**src/hw/rtl/tpm_pkg.sv**
```systemverilog
// Shared types and constants of the three-pattern prefix matcher.
`default_nettype none

package tpm_pkg;

  localparam int NUM_PATTERNS    = 3;
  localparam int CODE_W          = 5;
  localparam int CHARS_W         = 60;
  localparam int LEN_W           = 4;
  localparam int COUNT_W         = 32;
  localparam int MATCH_W         = 2;
  localparam int INDEX_W         = 3;
  localparam int DEF_MAX_PATTERN_LEN = 12;

  // register indexes
  localparam logic [INDEX_W-1:0] REG_ONE_CHARS   = 3'd0;
  localparam logic [INDEX_W-1:0] REG_ONE_LENGTH  = 3'd1;
  localparam logic [INDEX_W-1:0] REG_TWO_CHARS   = 3'd2;
  localparam logic [INDEX_W-1:0] REG_TWO_LENGTH  = 3'd3;
  localparam logic [INDEX_W-1:0] REG_THREE_CHARS  = 3'd4;
  localparam logic [INDEX_W-1:0] REG_THREE_LENGTH = 3'd5;

  // byte classes
  localparam logic [7:0] SYM_LAST_CTRL  = 8'd31;
  localparam logic [7:0] SYM_DEL        = 8'd127;
  localparam logic [7:0] SYM_UPPER_A    = 8'd65;
  localparam logic [7:0] SYM_UPPER_Z    = 8'd90;
  localparam logic [7:0] SYM_LOWER_A    = 8'd97;
  localparam logic [7:0] SYM_LOWER_Z    = 8'd122;
  localparam logic [CODE_W-1:0] CODE_NONLETTER = 5'd26;

  localparam logic [MATCH_W-1:0] MATCH_NONE = 2'd0;

  typedef struct packed {
    logic [7:0] symbol;
    logic       line_start;
  } in_word_t;

  typedef struct packed {
    logic [MATCH_W-1:0] match_code;
    logic [COUNT_W-1:0] start_position;
    logic               bad_symbol;
  } out_word_t;

  typedef struct packed {
    logic [NUM_PATTERNS-1:0][CHARS_W-1:0] chars;
    logic [NUM_PATTERNS-1:0][LEN_W-1:0]   len;
  } cfg_t;

endpackage

`default_nettype wire

```
**src/hw/rtl/tpm_cfg.sv**
```systemverilog
// Pattern configuration registers with length clamping.
`default_nettype none

module tpm_cfg #(
  parameter int MAX_LEN = tpm_pkg::DEF_MAX_PATTERN_LEN
) (
  input  wire logic                         clk,
  input  wire logic                         rst,
  input  wire logic                         cfg_write,
  input  wire logic [tpm_pkg::INDEX_W-1:0]  cfg_index,
  input  wire logic [tpm_pkg::CHARS_W-1:0]  cfg_data,
  output tpm_pkg::cfg_t                     cfg
);
  import tpm_pkg::*;

  logic [LEN_W-1:0] len_clamped;

  always_comb begin
    if (cfg_data[LEN_W-1:0] == '0) begin
      len_clamped = LEN_W'(1);
    end else if (cfg_data[LEN_W-1:0] > LEN_W'(MAX_LEN)) begin
      len_clamped = LEN_W'(MAX_LEN);
    end else begin
      len_clamped = cfg_data[LEN_W-1:0];
    end
  end

  always_ff @(posedge clk) begin
    if (rst) begin
      cfg.chars <= '0;
      for (int p = 0; p < NUM_PATTERNS; p++) begin
        cfg.len[p] <= LEN_W'(1);
      end
    end else if (cfg_write) begin
      unique case (cfg_index)
        REG_ONE_CHARS:    cfg.chars[0] <= cfg_data;
        REG_ONE_LENGTH:   cfg.len[0]   <= len_clamped;
        REG_TWO_CHARS:    cfg.chars[1] <= cfg_data;
        REG_TWO_LENGTH:   cfg.len[1]   <= len_clamped;
        REG_THREE_CHARS:  cfg.chars[2] <= cfg_data;
        REG_THREE_LENGTH: cfg.len[2]   <= len_clamped;
        default: ;
      endcase
    end
  end

endmodule

`default_nettype wire

```
**src/hw/rtl/tpm_match.sv**
```systemverilog
// Parallel suffix/prefix compare: longest fitting prefix and whole-pattern match.
`default_nettype none

module tpm_match #(
  parameter int MAX_LEN = tpm_pkg::DEF_MAX_PATTERN_LEN
) (
  input  wire logic [MAX_LEN-1:0][tpm_pkg::CODE_W-1:0] letters,
  input  wire logic [tpm_pkg::LEN_W-1:0]               limit,
  input  wire tpm_pkg::cfg_t                           cfg,
  output logic      [tpm_pkg::LEN_W-1:0]               fit_len,
  output logic      [tpm_pkg::MATCH_W-1:0]             match_code
);
  import tpm_pkg::*;

  // fits[p][i-1]: newest i letters equal the first i letters of pattern p
  logic [NUM_PATTERNS-1:0][MAX_LEN-1:0] fits;
  logic [NUM_PATTERNS-1:0]              whole;

  always_comb begin
    for (int p = 0; p < NUM_PATTERNS; p++) begin
      for (int i = 1; i <= MAX_LEN; i++) begin
        fits[p][i-1] = (LEN_W'(i) <= cfg.len[p]);
        for (int k = 0; k < i; k++) begin
          if (cfg.chars[p][CODE_W*k +: CODE_W] != letters[i-1-k]) begin
            fits[p][i-1] = 1'b0;
          end
        end
      end
    end
  end

  // longest fitting length within the limit; ascending scan keeps the largest
  always_comb begin
    fit_len = '0;
    for (int i = 1; i <= MAX_LEN; i++) begin
      if ((LEN_W'(i) <= limit) && (fits[0][i-1] || fits[1][i-1] || fits[2][i-1])) begin
        fit_len = LEN_W'(i);
      end
    end
  end

  always_comb begin
    for (int p = 0; p < NUM_PATTERNS; p++) begin
      whole[p] = 1'b0;
      for (int i = 1; i <= MAX_LEN; i++) begin
        if (cfg.len[p] == LEN_W'(i) && fits[p][i-1]) begin
          whole[p] = 1'b1;
        end
      end
    end
  end

  // lowest pattern number wins
  always_comb begin
    match_code = MATCH_NONE;
    for (int p = NUM_PATTERNS - 1; p >= 0; p--) begin
      if (fit_len != '0 && cfg.len[p] == fit_len && whole[p]) begin
        match_code = MATCH_W'(p + 1);
      end
    end
  end

endmodule

`default_nettype wire

```
**src/hw/rtl/three_pattern_prefix_automaton_matcher.sv**
```systemverilog
// Top level: input register, letter history and suffix state, result register.
//
//   channel   direction  handshake            word
//   in        to block   in_valid/in_stall    in_word   (symbol, line_start)
//   out       from block out_valid/out_stall  out_word  (match_code, start_position, bad_symbol)
//   cfg       to block   cfg_write            cfg_index, cfg_data
//
// One word per cycle sustained while out_stall is low; a word goes through the input register,
// then the result register. The input register feeds one pass of parallel compares against all
// three patterns, and the suffix state updates in the same cycle the result register loads.
// Reset is synchronous; it clears the history, suffix length and byte count, and resets every pattern to the letter a.
// A stalled result holds the pipeline; input stalls only when both stages are full.
`default_nettype none

module three_pattern_prefix_automaton_matcher #(
  parameter int MAX_PATTERN_LEN = tpm_pkg::DEF_MAX_PATTERN_LEN
) (
  input  wire logic                         clk,
  input  wire logic                         rst,
  input  wire logic                         in_valid,
  output logic                              in_stall,
  input  wire tpm_pkg::in_word_t            in_word,
  output logic                              out_valid,
  input  wire logic                         out_stall,
  output tpm_pkg::out_word_t                out_word,
  input  wire logic                         cfg_write,
  input  wire logic [tpm_pkg::INDEX_W-1:0]  cfg_index,
  input  wire logic [tpm_pkg::CHARS_W-1:0]  cfg_data
);
  import tpm_pkg::*;

  cfg_t cfg;

  logic     s1_valid;
  in_word_t s1_word;
  logic     advance;
  logic     accept;

  logic [MAX_PATTERN_LEN-1:0][CODE_W-1:0] letters;
  logic [MAX_PATTERN_LEN-1:0][CODE_W-1:0] letters_next;
  logic [LEN_W-1:0]   matched_length;
  logic [COUNT_W-1:0] byte_counter;

  logic [COUNT_W-1:0] counter_next;
  logic [LEN_W-1:0]   len_eff;
  logic [LEN_W-1:0]   limit;
  logic               bad;
  logic               is_upper;
  logic               is_lower;
  logic [7:0]         sym_off;
  logic [CODE_W-1:0]  code;
  logic [LEN_W-1:0]   fit_len;
  logic [MATCH_W-1:0] hit_code;

  tpm_cfg #(.MAX_LEN(MAX_PATTERN_LEN)) u_cfg (
    .clk       (clk),
    .rst       (rst),
    .cfg_write (cfg_write),
    .cfg_index (cfg_index),
    .cfg_data  (cfg_data),
    .cfg       (cfg)
  );

  assign advance  = s1_valid && !(out_valid && out_stall);
  assign in_stall = s1_valid && !advance;
  assign accept   = in_valid && !in_stall;

  always_comb begin
    len_eff      = s1_word.line_start ? '0 : matched_length;
    counter_next = byte_counter + COUNT_W'(1);
    bad          = (s1_word.symbol <= SYM_LAST_CTRL) || (s1_word.symbol >= SYM_DEL);
    is_upper     = (s1_word.symbol >= SYM_UPPER_A) && (s1_word.symbol <= SYM_UPPER_Z);
    is_lower     = (s1_word.symbol >= SYM_LOWER_A) && (s1_word.symbol <= SYM_LOWER_Z);
    sym_off      = s1_word.symbol - (is_upper ? SYM_UPPER_A : SYM_LOWER_A);
    code         = (is_upper || is_lower) ? sym_off[CODE_W-1:0] : CODE_NONLETTER;
    limit        = (len_eff == LEN_W'(MAX_PATTERN_LEN)) ? len_eff : len_eff + LEN_W'(1);
    letters_next[0] = code;
    for (int k = 1; k < MAX_PATTERN_LEN; k++) begin
      letters_next[k] = letters[k-1];
    end
  end

  tpm_match #(.MAX_LEN(MAX_PATTERN_LEN)) u_match (
    .letters    (letters_next),
    .limit      (limit),
    .cfg        (cfg),
    .fit_len    (fit_len),
    .match_code (hit_code)
  );

  always_ff @(posedge clk) begin
    if (rst) begin
      s1_valid <= 1'b0;
    end else begin
      s1_valid <= accept || (s1_valid && !advance);
    end
    if (accept) begin
      s1_word <= in_word;
    end
  end

  // state and result register
  always_ff @(posedge clk) begin
    if (rst) begin
      out_valid      <= 1'b0;
      letters        <= '0;
      matched_length <= '0;
      byte_counter   <= '0;
    end else begin
      if (advance) begin
        out_valid    <= 1'b1;
        byte_counter <= counter_next;
        if (bad) begin
          matched_length <= len_eff;
        end else if (code == CODE_NONLETTER) begin
          matched_length <= '0;
        end else begin
          letters        <= letters_next;
          matched_length <= fit_len;
        end
      end else if (!out_stall) begin
        out_valid <= 1'b0;
      end
    end
    if (advance) begin
      out_word.bad_symbol <= bad;
      if (!bad && code != CODE_NONLETTER && hit_code != MATCH_NONE) begin
        out_word.match_code     <= hit_code;
        out_word.start_position <= counter_next - COUNT_W'(fit_len) + COUNT_W'(1);
      end else begin
        out_word.match_code     <= MATCH_NONE;
        out_word.start_position <= '0;
      end
    end
  end

  a_len_bound: assert property (@(posedge clk) disable iff (rst)
    matched_length <= LEN_W'(MAX_PATTERN_LEN))
    else $error("suffix length beyond longest pattern");

  a_no_match_zero_start: assert property (@(posedge clk) disable iff (rst)
    out_valid && out_word.match_code == MATCH_NONE |-> out_word.start_position == '0)
    else $error("start position set without a match");

  a_bad_no_match: assert property (@(posedge clk) disable iff (rst)
    out_valid && out_word.bad_symbol |-> out_word.match_code == MATCH_NONE)
    else $error("match reported on bad symbol");

  a_count_step: assert property (@(posedge clk) disable iff (rst)
    advance |=> byte_counter == $past(byte_counter) + COUNT_W'(1))
    else $error("byte counter did not advance");

endmodule

`default_nettype wire

```
**config.mk**
```make
export PLATFORM = sky130hd
export DESIGN_NAME = three_pattern_prefix_automaton_matcher
export DESIGN_NICKNAME = d
export VERILOG_FILES = /design/src/hw/rtl/tpm_pkg.sv /design/src/hw/rtl/tpm_cfg.sv /design/src/hw/rtl/tpm_match.sv /design/src/hw/rtl/three_pattern_prefix_automaton_matcher.sv
export SDC_FILE = /design/constraint.sdc
export NUM_CORES = 2
export LEC_CHECK = 0
export BUFFER_PORTS_ARGS = -buffer_cell sky130_fd_sc_hd__buf_2
export CAP_MARGIN = 15
export CELL_PAD_IN_SITES_DETAIL_PLACEMENT = 0
export CELL_PAD_IN_SITES_GLOBAL_PLACEMENT = 1
export CORE_ASPECT_RATIO = 1.25
export CORE_MARGIN = 10
export CORE_UTILIZATION = 45
export DETAILED_ROUTE_END_ITERATION = 12
export PLACE_DENSITY = 0.87
export SLEW_MARGIN = 0
export SYNTH_ARGS = -nofsm -noshare
export SYNTH_HDL_FRONTEND = slang
export SYNTH_SLANG_ARGS = --single-unit
```
**constraint.sdc**
```tcl
create_clock -name clk -period 8.4 [get_ports clk]
set_input_delay 0.42 -clock clk [delete_from_list [all_inputs] [get_ports clk]]
set_output_delay 0.42 -clock clk [all_outputs]
set_load 0.01 [all_outputs]
```
==> Word-level counts from Yosys, hierarchy flattened <==
Cells that the tools add are included.
{ "op_classes": {"n_addsub": 5, "order_cmp": 55, "n_eq_ne": 282, "n_mux": 294, "n_bitwise": 2, "reduce_logical": 104} }
{ "ops": {"columns": ["cell", "n"], "rows": [
  ["$ne A5 B5 Y1", 234],
  ["$mux W1", 273],
  ["$le A4 B4 Y1 const A", 20],
  ["$add A32 B1 Y32 const B", 2],
  ["$eq A4 B4 Y1 const B", 16],
  ["$le A3 B4 Y1 const A", 16],
  ["$logic_and A1 B1 Y1", 62],
  ["$eq A4 B3 Y1 const B", 12],
  ["$mux W4", 11],
  ["$le A2 B4 Y1 const A", 8],
  ["$sub A32 B4 Y32", 1],
  ["$logic_or A1 B1 Y1", 27],
  ["$eq A4 B2 Y1 const B", 6],
  ["$ge A8 B7 Y1 const B", 3],
  ["$le A1 B4 Y1 const A", 4],
  ["$le A8 B7 Y1 const B", 2],
  ["$eq A4 B1 Y1 const B", 3],
  ["$eq A4 B4 Y1", 3],
  ["$mux W3", 4],
  ["$reduce_and A2 Y1", 6],
  ["$mux W2", 5],
  ["$le A8 B5 Y1 const B", 1],
  ["$eq A3 B2 Y1 const B", 2],
  ["$eq A3 B3 Y1 const B", 2],
  ["other kinds (15)", 19]
]} }
{ "totals": {"register_bits": 329, "out_inout_bits": 37, "word_cells": 768} }

==> Logic depth before layout (Yosys ltp) <==
{ "depth": {"depth_word": 29, "ltp_mapped": 36, "mapped_depth_nobuf": 31} }

==> By module <==
Synthesis repeated with hierarchy kept, for this count alone.
{ "hier_totals": {"hier_cells": 4433, "area_unflattened_um2": 33777.4} }
{ "modules_own_cells": {"columns": ["mod", "instances", "cells_per_inst", "area_per_inst_um2", "seq_area_each_um2"], "rows": [
  ["tpm_match", 1, 2632, 18939.4, 0.0],
  ["three_pattern_prefix_automaton_matcher", 1, 963, 8119.0, 3183.1],
  ["tpm_cfg", 1, 838, 6718.9, 3843.7]
]} }

==> Worst setup path before layout <==
OpenSTA, ideal clock, no wires.
{ "synth_path": {"path_type": "register to register", "start": "register s1_word[1] in the netlist's numbering", "end": "register out_word[31] in the netlist's numbering, data pin", "t_arrival_ns": 6.643, "required_ns": 8.130, "path_slack_ns": 1.487, "stages_incl_launch_ff": 33, "n_path_buf": 4, "period_less_slack_ns": 6.913, "cell_sequence": "edfxtp_1 -> inv_1 -> ha_1 -> or3b_4 -> o311a_1 -> buf_4 -> buf_2 -> buf_2 -> and3_1 -> a2111oi_0 -> nand4_1 -> a32o_1 -> o211ai_1 -> nand2_1 -> a31oi_1 -> o21ba_2 -> clkbuf_1 -> inv_1 -> ha_1 -> ha_1 -> a21o_1 -> a21o_1 -> a2111oi_0 -> o211ai_1 -> a31o_2 -> a21o_1 -> a31oi_1 -> a31oi_1 -> a31oi_1 -> o21ai_0 -> o221ai_1 -> xor2_1 -> nor3_1"} }
{ "synth_between": {"elab_chain_cells": 29, "word_cells_on_any_way": 224} }
{ "synth_rtl": {"columns": ["item", "line_no", "source"], "rows": [
  ["from (decl)", "three_pattern_prefix_automaton_matcher.sv:35", "in_word_t s1_word;"],
  ["from (signal assigned)", "three_pattern_prefix_automaton_matcher.sv:98", "s1_word <= in_word;"],
  ["parallel branches: the longest is 29 deep, another holds $ge A8 B7 Y1", null, null],
  ["to (decl)", "three_pattern_prefix_automaton_matcher.sv:25", "output tpm_pkg::out_word_t out_word,"]
]} }
Parallel ways; which one is timed is not known.
A chain may end at the register's enable or synchronous reset.

==> Final worst setup path <==
{ "layout_path": {"start": "register, netlist name u_cfg.cfg[49]", "end": "register out_word[32] in the netlist's numbering, data pin"} }
{ "layout_between": {"elab_chain_cells": 18, "word_cells_on_any_way": 67} }
{ "layout_rtl": {"columns": ["item"], "rows": [
  ["parallel branches: the longest is 18 deep, another holds $sub A32 B4 Y32"]
]} }
Parallel ways; which one is timed is not known.

==> results.toml <==
[layout]
final_common_cell = "xnor2_1"
multiInputGateArea_mm2 = 0.0204
nets = 3933
seq_area_mm2 = 0.00705
final_layout_size_suffix_gt1_frac = 0.120
stdcell_count = 4687
utilization = 0.502
fillers = 6397
final_cell_mix = "xnor2_1 (601), xor2_1 (576), nand2_1 (549), a21oi_1 (292), dfxtp_1 (265)"
syn2layout_area_growth_pct = 9.94

[clock_tree]
clkSlewWorstSetupHoldPaths_ns = 0.06
cts_tree = "done"
ctsResizeCount = 0
cts.sinks = 329
clockRootBuffer = "clkbuf_16"
ctsHtreeMaxLevel = 2
cts_setup_buffers = 0
cts_buffers = 36
clk_path_buf_depth = 3
insertion_delay_ns = 0.59

[timing]
hold_viol_final = 0
skew_ns = 0.0257
finalSetupTns_ns = 0
drv_slew = 0
min_period_ns = 8.07
grt_setup_unrepaired = "false"
tightest_slew_ns = 1.30
period_share = 0.961
slew_headroom = 0.130
fin_ws_ns = 0.328
fmax_mhz = 124
setup_viol = 0

[pwr]
p_sw_mw = 1.23
p_leak_nw = 14.1
internal-power_mw = 2.81
ir_drop_mv = 0.150
netSwitchingFraction = 0.304
seqPwrFrac = 0.426
finalPower_mw = 4.05
pwr-share-clk = 0.408
powerDensity_mw_per_mm2 = 125
p_comb_frac = 0.166

[die]
io_pins = 114
coreArea_mm2 = 0.0647
fp.dieW_um = 249
dieHeight_um = 306
dieArea_mm2 = 0.0763
std_cell_rows = 104
start_util = 0.456

[setup_path]
crit_type = "register to register"
crit_path_end_kind = "register"
max_stage_delay_ns = 0.78
cp_slowest_cell = "xnor2_1"
critPathArrivalTime_ns = 8.35
worst_path_most_repeated_cell = "nand4_1"
crit_required_ns = 8.68
cp_max_fo = 8
critPathLaunchType = "register"
r2r_setup_slack_ns = 0.33

[routing]
top_layer = "met5"
routed-wl-met3_um = 20800
wl_met1_um = 55100
vias = 30200
drt_iter0_markers = 4065
drtAntennaViolNets = 0
dr_wl_met2_um = 66900
wl_um = 159000
drc = 0
drt_pre_antenna_iters = 7
wl_per_cell_um = 33.9
avgViaCountPerCell = 6.45

[job]
drv_cap = 0

[logic_synthesis]
netlist_instances = 3853
synth_area_mm2 = 0.0295
synth_nets = 3975
ys_ff_latch = 329
synth_area_per_cell_um2 = 7.66
synth_cell_types = 88
synth_flop_cell = "dfxtp_1"
yosys_warnings = 0
synthArstFlopShare = 0
ys_seq_area_frac = 0.238
synth_edf_count = 44

[global_route]
grt-ovfl-total = 0
grt.total_usage = 0.397
antenna_found_initial = 4
grt_pass1_vias = 28500
grt_max_degree = 146
grt_pass1_wl_um = 220000

[placement]
dpl_worst_slack_ns = 0.803
place_inst = 4620
portBuffers = 113
dp_hpwl_um = 115000
gp_congestion = 1.12

[hold_path]
hold_class = "primary input to register"

[outcome]
status = "finished clean"
[path summary, 6_finish.rpt]
check	startpoint	to	cells after the start
max	u_cfg.cfg[49]	out_word[32]	29
min	in_word[5]	s1_word[5]	1
max reg2reg	u_cfg.cfg[49]	out_word[32]	29
min reg2reg	u_cfg.cfg[36]	u_cfg.cfg[36]	2
[cells by family after synthesis]
| family | share of synthesized area |
|---|---|
| AND/OR/NAND/NOR | 0.211 |
| XOR/XNOR | 0.350 |
| buffers and inverters | 0.0743 |
| AO/OA/AOI/OAI | 0.104 |
| flip-flops | 0.238 |
| adder cells (fa/ha/maj) | 0.0193 |
| multiplexers | 0.00309 |
[sequential cells by signal, indices dropped and copies added, names as in the netlist]
| signal | flops |
|---|---|
| byte_counter | 32 |
| s1_word | 9 |
| s1_valid | 1 |
| out_word | 35 |
| matched_length | 4 |
| letters | 55 |
| out_valid | 1 |
| u_cfg.cfg | 192 |
[worst max-delay path, delay by kind of cell, from the launching register on]
| kind | cells | cell delay [ns] |
|---|---|---|
| and+or+nand+nor | 10 | 2.84 |
| AOI/OAI and AO/OA | 12 | 2.80 |
| xor gates and xnor gates | 2 | 0.93 |
| adders and majority gates | 3 | 0.56 |
| DFF | 1 | 0.50 |
| buffers and inverters | 2 | 0.13 |
[cell usage after synthesis (10+ instances only)]
library cell,n,area [µm²]
nor2b_1,23,144
o21ai_0,47,235
nor3_1,65,325
and3_1,33,206
a21oi_1,292,1460
buf_1,100,375
nor4_1,174,1090
xor2_1,576,5040
or3_1,21,131
buf_6,15,169
nand4_1,176,1100
a2111oi_0,10,87.6
edfxtp_1,44,1320
inv_1,94,353
nor2_1,114,428
and2_1,10,62.6
o22ai_1,18,113
nand2_1,552,2070
a21o_1,11,82.6
clkbuf_1,217,815
ha_1,44,551
dfxtp_1,285,5710
xnor2_1,601,5260
a211o_1,10,87.6
nand3_1,44,220
buf_2,79,395
nand2b_1,13,81.3
a31oi_1,16,100
[power groups by stage]
| stage | Clock, mW | Combinational (mW) | Sequential [mW] |
|---|---|---|---|
| finish | 1.65 | 0.672 | 1.72 |
| global route | 1.73 | 0.702 | 1.72 |
| CTS | 1.66 | 0.647 | 1.71 |
| detailed placement | 0 | 0.644 | 1.75 |
| global placement | 0 | 0.644 | 1.75 |
| floorplan | 0 | 0.438 | 1.68 |
[per-layer routing]
layer	GRT usage	up-vias
met5	0	-
met4	0.329	4
met3	0.130	837
met2	0.602	2387
met1	0.452	14300
li1	-	12800
[cell type report]
| cell class | count | area share |
|---|---|---|
| multi-input cells | 3007 | 0.628 |
| flip-flops and latches | 329 | 0.217 |
| repair buffers | 342 | 0.0739 |
| clock buffers | 53 | 0.0328 |
| well taps | 848 | 0.0327 |
| inverters | 95 | 0.0110 |
| clock inverters | 10 | 0.00428 |
| diodes | 3 | 0.000231 |
[repair_timing]
| item | in CTS | in global routing |
|---|---|---|
| endpoints found under the setup margin | 0 | 0 |
| endpoints found under the hold margin | 1 | 0 |
| hold buffers | 1 | 0 |
[metrics by stage]
| stage | hold slack (ns) | area, µm² |
|---|---|---|
| floorplan | 0.448 | 29500 |
| global placement | 0.442 | 31200 |
| detailed placement | 0.447 | 31200 |
| CTS | 0.00103 | 32400 |
| global route | 0.00406 | 32400 |
| finish | 0.0230 | 32500 |
Note: power is estimated with default switching activity, not from simulation.
